## src/design/mtt_pkg.sv

```systemverilog
// Shared types and constants of the timer table.
// Used by the slot store, the period unit and the top level.
`default_nettype none

package mtt_pkg;

	localparam int CNT_W  = 23;
	localparam int REP_W  = 32;
	localparam int ID_W   = 5;
	localparam int MASK_W = 16;
	localparam int INTV_W = 32;

	// Create only claims slots whose id still fits the id field.
	localparam int MAX_ID_SLOTS = 31;

	// interval / 1000 as (interval * RECIP_MULT) >> RECIP_SHIFT, exact for 32-bit input
	localparam int          RECIP_W     = 29;
	localparam int          RECIP_SHIFT = 38;
	localparam int          PROD_W      = INTV_W + RECIP_W;
	localparam logic [RECIP_W-1:0] RECIP_MULT = 29'h1062_4DD3;

	localparam logic [REP_W-1:0] REPEAT_FOREVER = '1;

	localparam logic [1:0] SLOT_FREE    = 2'd0;
	localparam logic [1:0] SLOT_CREATED = 2'd1;
	localparam logic [1:0] SLOT_RUNNING = 2'd2;

	typedef enum logic [2:0] {
		MODE_TICK    = 3'd0,
		MODE_CREATE  = 3'd1,
		MODE_DESTROY = 3'd2,
		MODE_START   = 3'd3,
		MODE_STOP    = 3'd4
	} mode_t;

	typedef struct packed {
		logic [1:0]       status;
		logic [CNT_W-1:0] count;
		logic [CNT_W-1:0] period;
		logic [REP_W-1:0] repeats;
		logic             callback;
	} slot_t;

endpackage

`default_nettype wire

```

## src/design/mtt_store.sv

```systemverilog
// Slot store: one synchronous memory of slot entries with a registered read.
// Per-entry valid flops make unwritten entries read as all zero. Uses mtt_pkg.
`default_nettype none

module mtt_store #(
	parameter int NUM_TIMERS = 16,
	parameter int AW = 4
) (
	input  logic            clk,
	input  logic            arst_n,
	input  logic            rd_en,
	input  logic [AW-1:0]   rd_addr,
	output mtt_pkg::slot_t  rd_data,
	input  logic            wr_en,
	input  logic [AW-1:0]   wr_addr,
	input  mtt_pkg::slot_t  wr_data
);
	import mtt_pkg::*;

	slot_t                 mem [NUM_TIMERS];
	slot_t                 rd_data_q;
	logic [NUM_TIMERS-1:0] valid_q;
	logic                  rd_vld_q;

	always_ff @(posedge clk) begin
		if (wr_en) begin
			mem[wr_addr] <= wr_data;
		end
		if (rd_en) begin
			rd_data_q <= mem[rd_addr];
		end
	end

	always_ff @(posedge clk or negedge arst_n) begin
		if (!arst_n) begin
			valid_q  <= '0;
			rd_vld_q <= 1'b0;
		end else begin
			if (wr_en) begin
				valid_q[wr_addr] <= 1'b1;
			end
			if (rd_en) begin
				rd_vld_q <= valid_q[rd_addr];
			end
		end
	end

	// never-written entry reads as all zero
	assign rd_data = rd_vld_q ? rd_data_q : '0;

endmodule

`default_nettype wire

```

## src/design/mtt_period.sv

```systemverilog
// Period unit: interval in microseconds to ticks, divided by 1000, at least 1.
// Reciprocal multiply with a registered product. Uses mtt_pkg.
`default_nettype none

module mtt_period (
	input  logic                        clk,
	input  logic [mtt_pkg::INTV_W-1:0]  interval,
	output logic [mtt_pkg::CNT_W-1:0]   period
);
	import mtt_pkg::*;

	logic [PROD_W-1:0] prod_q;
	logic [CNT_W-1:0]  quot;

	always_ff @(posedge clk) begin
		prod_q <= PROD_W'(interval) * PROD_W'(RECIP_MULT);
	end

	assign quot   = prod_q[RECIP_SHIFT +: CNT_W];
	assign period = (quot == '0) ? CNT_W'(1) : quot;

endmodule

`default_nettype wire

```

## src/design/multi_timer_table_top.sv

```systemverilog
// multi_timer_table_top: table of periodic timers, one result item per input item.
// The slot walk over the store, one slot per cycle, covers every slot for a tick,
// up to min(NUM_TIMERS,31) slots for a create, the named slot for destroy/start/stop
// and no slot for ignored items. The next item is taken in the cycle after its
// result is loaded.
// Reset clears control state and the store's valid bits at once; no clearing pass.
`default_nettype none

module multi_timer_table_top #(
	parameter int NUM_TIMERS = 16
) (
	input  logic                        clk,
	input  logic                        arst_n,
	// input channel
	input  logic                        in_valid,
	output logic                        in_stall,
	input  logic [2:0]                  mode,
	input  logic [mtt_pkg::ID_W-1:0]    timer_id,
	input  logic [mtt_pkg::INTV_W-1:0]  interval_us,
	input  logic [mtt_pkg::REP_W-1:0]   repeat_count,
	input  logic                        has_callback,
	// output channel
	output logic                        out_valid,
	input  logic                        out_stall,
	output logic [mtt_pkg::ID_W-1:0]    new_timer_id,
	output logic [mtt_pkg::MASK_W-1:0]  fire_mask
);
	import mtt_pkg::*;

	localparam int AW           = (NUM_TIMERS > 1) ? $clog2(NUM_TIMERS) : 1;
	localparam int CREATE_SLOTS = (NUM_TIMERS < MAX_ID_SLOTS) ? NUM_TIMERS : MAX_ID_SLOTS;
	localparam logic [AW-1:0] LAST_SLOT   = AW'(NUM_TIMERS - 1);
	localparam logic [AW-1:0] CREATE_LAST = AW'(CREATE_SLOTS - 1);

	// one-hot sequencer states
	typedef enum logic [2:0] {
		ST_IDLE = 3'b001,
		ST_WALK = 3'b010,
		ST_DONE = 3'b100
	} seq_state_t;

	seq_state_t          state_q;

	// latched item
	logic [2:0]          mode_q;
	logic [REP_W-1:0]    reps_q;
	logic                cb_q;
	logic [INTV_W-1:0]   interval_q;

	// walk control: idx_q is the next read, the _s1 stage holds the read in flight
	logic [AW-1:0]       idx_q;
	logic [AW-1:0]       last_q;
	logic                issue_q;
	logic                vld_s1;
	logic [AW-1:0]       addr_s1;

	// result being built and the output register
	logic [ID_W-1:0]     res_id_q;
	logic [MASK_W-1:0]   res_mask_q;
	logic                out_valid_q;
	logic [ID_W-1:0]     out_id_q;
	logic [MASK_W-1:0]   out_mask_q;

	// store port
	slot_t               rd_data;
	slot_t               wr_data;
	logic                wr_en;

	logic [CNT_W-1:0]    period;
	logic [CNT_W-1:0]    cnt_inc;
	logic                fire;
	logic                found;
	logic                step_last;
	logic                in_take;
	logic                out_free;
	logic                id_ok;
	logic [AW-1:0]       id_slot;

	mtt_store #(
		.NUM_TIMERS (NUM_TIMERS),
		.AW         (AW)
	) u_store (
		.clk     (clk),
		.arst_n  (arst_n),
		.rd_en   (issue_q),
		.rd_addr (idx_q),
		.rd_data (rd_data),
		.wr_en   (wr_en),
		.wr_addr (addr_s1),
		.wr_data (wr_data)
	);

	// interval_q is set at accept; the period is ready when the first entry returns
	mtt_period u_period (
		.clk      (clk),
		.interval (interval_q),
		.period   (period)
	);

	assign in_stall = (state_q != ST_IDLE);
	assign in_take  = in_valid && !in_stall;
	assign out_free = !out_valid_q || !out_stall;

	assign id_ok   = (timer_id != '0) && (32'(timer_id) <= NUM_TIMERS);
	assign id_slot = AW'(timer_id - ID_W'(1));

	assign cnt_inc = rd_data.count + CNT_W'(1);

	// modify the entry that came back from the store
	always_comb begin
		wr_data = rd_data;
		wr_en   = 1'b0;
		fire    = 1'b0;
		found   = 1'b0;
		unique case (mode_q)
			MODE_TICK: begin
				if (rd_data.status == SLOT_RUNNING) begin
					wr_en = vld_s1;
					if (cnt_inc < rd_data.period) begin
						wr_data.count = cnt_inc;
					end else begin
						// period reached: restart the count, fire while repeats remain
						wr_data.count = '0;
						if (rd_data.repeats == REPEAT_FOREVER) begin
							fire = 1'b1;
						end else if (rd_data.repeats != '0) begin
							wr_data.repeats = rd_data.repeats - REP_W'(1);
							fire            = 1'b1;
						end
					end
				end
			end
			MODE_CREATE: begin
				if (rd_data.status == SLOT_FREE) begin
					found            = 1'b1;
					wr_en            = vld_s1;
					wr_data.status   = SLOT_CREATED;
					wr_data.callback = cb_q;
					wr_data.period   = period;
				end
			end
			MODE_DESTROY: begin
				// count and repeats stay behind
				wr_en            = vld_s1;
				wr_data.status   = SLOT_FREE;
				wr_data.callback = 1'b0;
				wr_data.period   = '0;
			end
			MODE_START: begin
				wr_en           = vld_s1;
				wr_data.status  = SLOT_RUNNING;
				wr_data.count   = '0;
				wr_data.repeats = reps_q;
			end
			MODE_STOP: begin
				wr_en          = vld_s1;
				wr_data.status = SLOT_CREATED;
			end
			default: begin
			end
		endcase
	end

	// walk ends on the last slot in range, or at the first free slot for create
	assign step_last = vld_s1 && ((addr_s1 == last_q) || (mode_q == MODE_CREATE && found));

	always_ff @(posedge clk or negedge arst_n) begin
		if (!arst_n) begin
			state_q     <= ST_IDLE;
			issue_q     <= 1'b0;
			vld_s1      <= 1'b0;
			out_valid_q <= 1'b0;
		end else begin
			// drop a taken result unless the done state reloads it in this cycle
			if (out_valid_q && !out_stall && state_q != ST_DONE) begin
				out_valid_q <= 1'b0;
			end
			unique case (state_q)
				ST_IDLE: begin
					if (in_take) begin
						unique case (mode)
							MODE_TICK, MODE_CREATE: begin
								issue_q <= 1'b1;
								state_q <= ST_WALK;
							end
							MODE_DESTROY, MODE_START, MODE_STOP: begin
								// bad id: nothing to touch
								issue_q <= id_ok;
								state_q <= id_ok ? ST_WALK : ST_DONE;
							end
							default: begin
								state_q <= ST_DONE;
							end
						endcase
					end
				end
				ST_WALK: begin
					vld_s1 <= issue_q && !step_last;
					if (step_last || (issue_q && idx_q == last_q)) begin
						issue_q <= 1'b0;
					end
					if (step_last) begin
						state_q <= ST_DONE;
					end
				end
				ST_DONE: begin
					// hold the result until the output register is free
					if (out_free) begin
						out_valid_q <= 1'b1;
						state_q     <= ST_IDLE;
					end
				end
				default: begin
					state_q <= ST_IDLE;
				end
			endcase
		end
	end

	// payload registers
	always_ff @(posedge clk) begin
		if (in_take) begin
			mode_q     <= mode;
			reps_q     <= repeat_count;
			cb_q       <= has_callback;
			interval_q <= interval_us;
			res_id_q   <= '0;
			res_mask_q <= '0;
			unique case (mode)
				MODE_TICK: begin
					idx_q  <= '0;
					last_q <= LAST_SLOT;
				end
				MODE_CREATE: begin
					idx_q  <= '0;
					last_q <= CREATE_LAST;
				end
				default: begin
					idx_q  <= id_slot;
					last_q <= id_slot;
				end
			endcase
		end else if (state_q == ST_WALK) begin
			if (issue_q && idx_q != last_q) begin
				idx_q <= AW'(idx_q + AW'(1));
			end
			addr_s1 <= idx_q;
			if (vld_s1 && mode_q == MODE_CREATE && found) begin
				res_id_q <= ID_W'(32'(addr_s1) + 1);
			end
			// only the low slots appear in the mask
			if (vld_s1 && mode_q == MODE_TICK && fire && rd_data.callback
					&& 32'(addr_s1) < MASK_W) begin
				res_mask_q <= res_mask_q | (MASK_W'(1) << addr_s1);
			end
		end
		if (state_q == ST_DONE && out_free) begin
			out_id_q   <= res_id_q;
			out_mask_q <= res_mask_q;
		end
	end

	assign out_valid    = out_valid_q;
	assign new_timer_id = out_id_q;
	assign fire_mask    = out_mask_q;

	// a result is only loaded from the done state
	a_out_from_done: assert property (@(posedge clk) disable iff (!arst_n)
		$rose(out_valid_q) |-> $past(state_q == ST_DONE))
		else $error("result loaded outside the done state");

	// a created id always names a slot create may claim
	a_id_range: assert property (@(posedge clk) disable iff (!arst_n)
		out_valid_q && out_id_q != '0 |-> 32'(out_id_q) <= CREATE_SLOTS)
		else $error("created id out of range");

	// one result carries an id or a mask, never both
	a_one_field: assert property (@(posedge clk) disable iff (!arst_n)
		out_valid_q |-> (out_id_q == '0) || (out_mask_q == '0))
		else $error("id and mask both set");

	// the last slot of the walk ends it in the next cycle
	a_walk_end: assert property (@(posedge clk) disable iff (!arst_n)
		state_q == ST_WALK && vld_s1 && addr_s1 == last_q |=> state_q == ST_DONE)
		else $error("walk ran past its last slot");

endmodule

`default_nettype wire

```

## config.mk

```make
export PLATFORM = sky130hd
export DESIGN_NAME = multi_timer_table_top
export DESIGN_NICKNAME = d
export VERILOG_FILES = /design/src/design/mtt_pkg.sv /design/src/design/mtt_store.sv /design/src/design/mtt_period.sv /design/src/design/multi_timer_table_top.sv
export SDC_FILE = /design/constraint.sdc
export NUM_CORES = 2
export LEC_CHECK = 0
export BUFFER_PORTS_ARGS = -buffer_cell sky130_fd_sc_hd__buf_2
export CAP_MARGIN = 5
export CORE_ASPECT_RATIO = 1.4
export CORE_MARGIN = 3
export CORE_UTILIZATION = 39
export CTS_BUF_LIST = sky130_fd_sc_hd__clkbuf_8 sky130_fd_sc_hd__clkbuf_16
export CTS_CLUSTER_DIAMETER = 60
export CTS_CLUSTER_SIZE = 16
export DETAILED_ROUTE_END_ITERATION = 12
export PLACE_DENSITY = 0.53
export SYNTH_ARGS = -nofsm -noshare
export SYNTH_HDL_FRONTEND = slang
export SYNTH_HIERARCHICAL = 1
export SYNTH_SLANG_ARGS = --single-unit
```

## constraint.sdc

```tcl
create_clock -name clk -period 10.3 [get_ports clk]
set_clock_uncertainty 0.1 [all_clocks]
set_input_delay 0.515 -clock clk [delete_from_list [all_inputs] [get_ports clk]]
set_output_delay 0.515 -clock clk [all_outputs]
set_load 0.01 [all_outputs]
```

==> flow_metrics.env <==
export IMPL_slowest_delay_ps=800
export IMPL_ys_ff_latch=1545
export IMPL_cts_buffers=116
export IMPL_pin_count=100
export IMPL_period_share=0.753
export IMPL_ctsRootBufferMaster="clkbuf_16"
export IMPL_grt_pass1_vias=41800
export IMPL_synthCells=4310
export IMPL_path_max_fanout=11
export IMPL_grt_overflow_total=0
export IMPL_drc=0
export IMPL_htree_levels=3
export IMPL_drt_iter0_drc=2548
export IMPL_ys_seq_area_frac=0.613
export IMPL_crit_slowest_cell="edfxtp_1"
export IMPL_stdcell_count=7048
export IMPL_grt_pass1_wl_um=289000
export IMPL_cts_tree="done"
export IMPL_grt_setup_unrepaired="no"
export IMPL_postRouteAntennaNets=0
export IMPL_clkTransAtPathRegs_ps=70
export IMPL_netlist_top_cells_area="edfxtp_1, mux4_2, fa_1"
export IMPL_rrSetupSlack_ps=2540
export IMPL_worstPathRequired_ps=10900
export IMPL_setup_violations=0
export IMPL_setup_tns_ps=0
export IMPL_viasPerCell=5.44
export IMPL_placedCellCount=6800
export IMPL_start_util=0.394
export IMPL_period_needed_ps=7760
export IMPL_core_area_um2=190000
export IMPL_grt_total_usage=0.202
export IMPL_rows=189
export IMPL_crit_arrival_ps=8360
export IMPL_ys_types=88
export IMPL_numClockSinks=1545
export IMPL_gp_congestion=0.912
export IMPL_end_kind="register"
export IMPL_synth_warnings=6
export IMPL_stdcell_area_um2=82700
export IMPL_hold_path_class="input pin to register"
export IMPL_vias=38400
export IMPL_antenna_found_initial=3
export IMPL_die_area_um2=197000
export IMPL_portBuffers=99
export IMPL_setup_worst_path_class="register to register"
export IMPL_syn_num_nets=5106
export IMPL_cap_violations=0
export IMPL_yosys_area_top_type_share=0.593
export IMPL_cts_buffer_depth=3
export IMPL_die_height_um=524
export IMPL_start_kind="register"
export IMPL_wl_per_cell_um=27.8
export IMPL_fillCellCount=16800
export IMPL_die_w_um=376
export IMPL_clock_fmax_mhz=129
export IMPL_synth_edf_count=1478
export IMPL_cp_top_family="adder cells"
export IMPL_drive_above_1_share=0.178
export IMPL_multiInputGateArea_um2=26300
export IMPL_crit_path_cell_trace="ha_1 > fa_1 > fa_1 > inv_1 > fa_1 > inv_1 > fa_1 > inv_1 > fa_1 > inv_1 > fa_1 > inv_1 > fa_1 > inv_1 > ha_1 > nand2_1 > o31ai_1 > nand4_1 > o211ai_1 > and4_1 > or3b_1 > a21oi_1 > or2_2 > a31oi_1"
export IMPL_relSlewSlack=0.135
export IMPL_synth_top_area_cell="edfxtp_1"
export IMPL_slew_violations=0
export IMPL_nNetsFinal=5305
export IMPL_syn2layout_area_growth_pct=10.5
export IMPL_seq_area_um2=45800
export IMPL_clkLatencyLatePin_ps=790
export IMPL_grt_max_degree=135
export IMPL_path_buf_inv=6
export IMPL_cp_common_cell="fa_1"
export IMPL_routed_wl_um=196000
export IMPL_synth_main_ff_cell="edfxtp_1"
export IMPL_dr_pass1_iters=5
export IMPL_hold_violations=0
export IMPL_synth_area_um2=74800
export IMPL_async_reset_ff_frac=0.0149
export IMPL_dpl_cell_area_um2=78500
export IMPL_status="finished, final reports clean"
export IMPL_hpwlAfterDp_um=120000
export IMPL_syn_area_per_cell_um2=17.4
export IMPL_holdWs_ps=184
export IMPL_tightest_slew_ps=1260
## flip-flops by register name (all words and copies together), names as in the netlist, 3 cells and up
name	cells
new_timer_id	5
interval_q	32
state_q	3
reps_q	32
mode_q	3
u_period/prod_q	23
u_store/mem	1296
fire_mask	16
idx_q	4
res_mask_q	16
last_q	4
u_store/valid_q	16
res_id_q	5
addr_s1	4
u_store/rd_data_q	81
## metal layers
layer  GRT usage  share of wire  vias up
met3      0.0191          0.036      241
met5           0              0        -
met2       0.366           0.53      878
met4      0.0667          0.032        0
met1       0.254           0.41    20600
li1            -              -    16700
## worst min-delay path, stage by stage
cell,delay [ps]
buf_2,180
xnor2_1,140
nand2_1,80
## stage by stage
stage	util	setup slack (ps)
floorplan	-	2230
global placement	0.413	2540
detailed placement	0.413	2480
CTS	0.435	2480
global route	0.435	2100
finish	0.435	2540
## synth_stat cells (all sizes together) (32+ instances only)
library cell,count
edfxtp,1478
inv,552
ha,421
mux4,409
fa,298
clkbuf,111
nand2,94
and2,88
nor2,83
a21oi,79
nand3,63
o21ai,61
buf,55
dfxtp,44
xnor2,36
nand4,32
## logic make-up (layout without fill, tap and decap cells)
| logic type | after synthesis | after routing | share of synthesized area |
|---|---|---|---|
| flops | 1545 | 1545 | 0.613 |
| fa+ha+maj | 719 | 719 | 0.150 |
| buf+inv | 719 | 973 | 0.0377 |
| simple gates | 518 | 518 | 0.0375 |
| mux | 418 | 418 | 0.124 |
| compound gates | 330 | 330 | 0.0305 |
| xor+xnor | 61 | 61 | 0.00714 |
| other cells | 0 | 1 | 0 |
## layout make-up
class	instances	share of cell area
diodes	1	0.0000303
clock buffers	119	0.0356
clock inverters	54	0.00629
inverters	553	0.0251
multi-input cells	2046	0.318
flip-flops and latches	1545	0.554
well taps	2483	0.0376
repair buffers	247	0.0231
## cell usage in the layout (no fill, tap or decap), drive strengths merged, types with 21 or more instances in the layout
cell	count
a21oi	79
xnor2	36
or2	27
and3	21
nand4	32
clkinv	21
dfrtp	22
o211ai	27
nor2	83
a21o	31
nand3	63
and2	88
o21ai	61
a22o	31
inv	583
mux4	409
nor3	25
clkbuf	120
nand2	94
xor2	25
buf	174
ha	421
edfxtp	1478
dlygate4sd3	72
fa	298
dfxtp	44
## timing repair
item / 4_1_cts / 5_1_grt
setup buffers: 0 / 0
resized for setup: 0 / 0
endpoints found under the hold margin: 93 / 0
hold buffers: 72 / 0
## path summary, 6_finish.rpt
kind | depth (start not counted) | startpoint | endpoint
setup / recovery | 24 | interval_q[8]$_DFFE_PP_ | u_period/prod_q[55]$_DFF_P_
max in group asynchronous | 2 | arst_n | issue_q$_DFFE_PN0P_
hold reg to reg | 0 | res_mask_q[13]$_SDFFE_PP0P_ | fire_mask[13]$_DFFE_PP_
min in group asynchronous | 2 | arst_n | out_valid$_DFF_PN0_
setup reg to reg | 24 | interval_q[8]$_DFFE_PP_ | u_period/prod_q[55]$_DFF_P_
hold / removal | 3 | timer_id[2] | last_q[2]$_SDFFCE_PN1P_
Power is not shown: default switching activity piles up to over one toggle a cycle in this logic, so the estimate is an artifact.
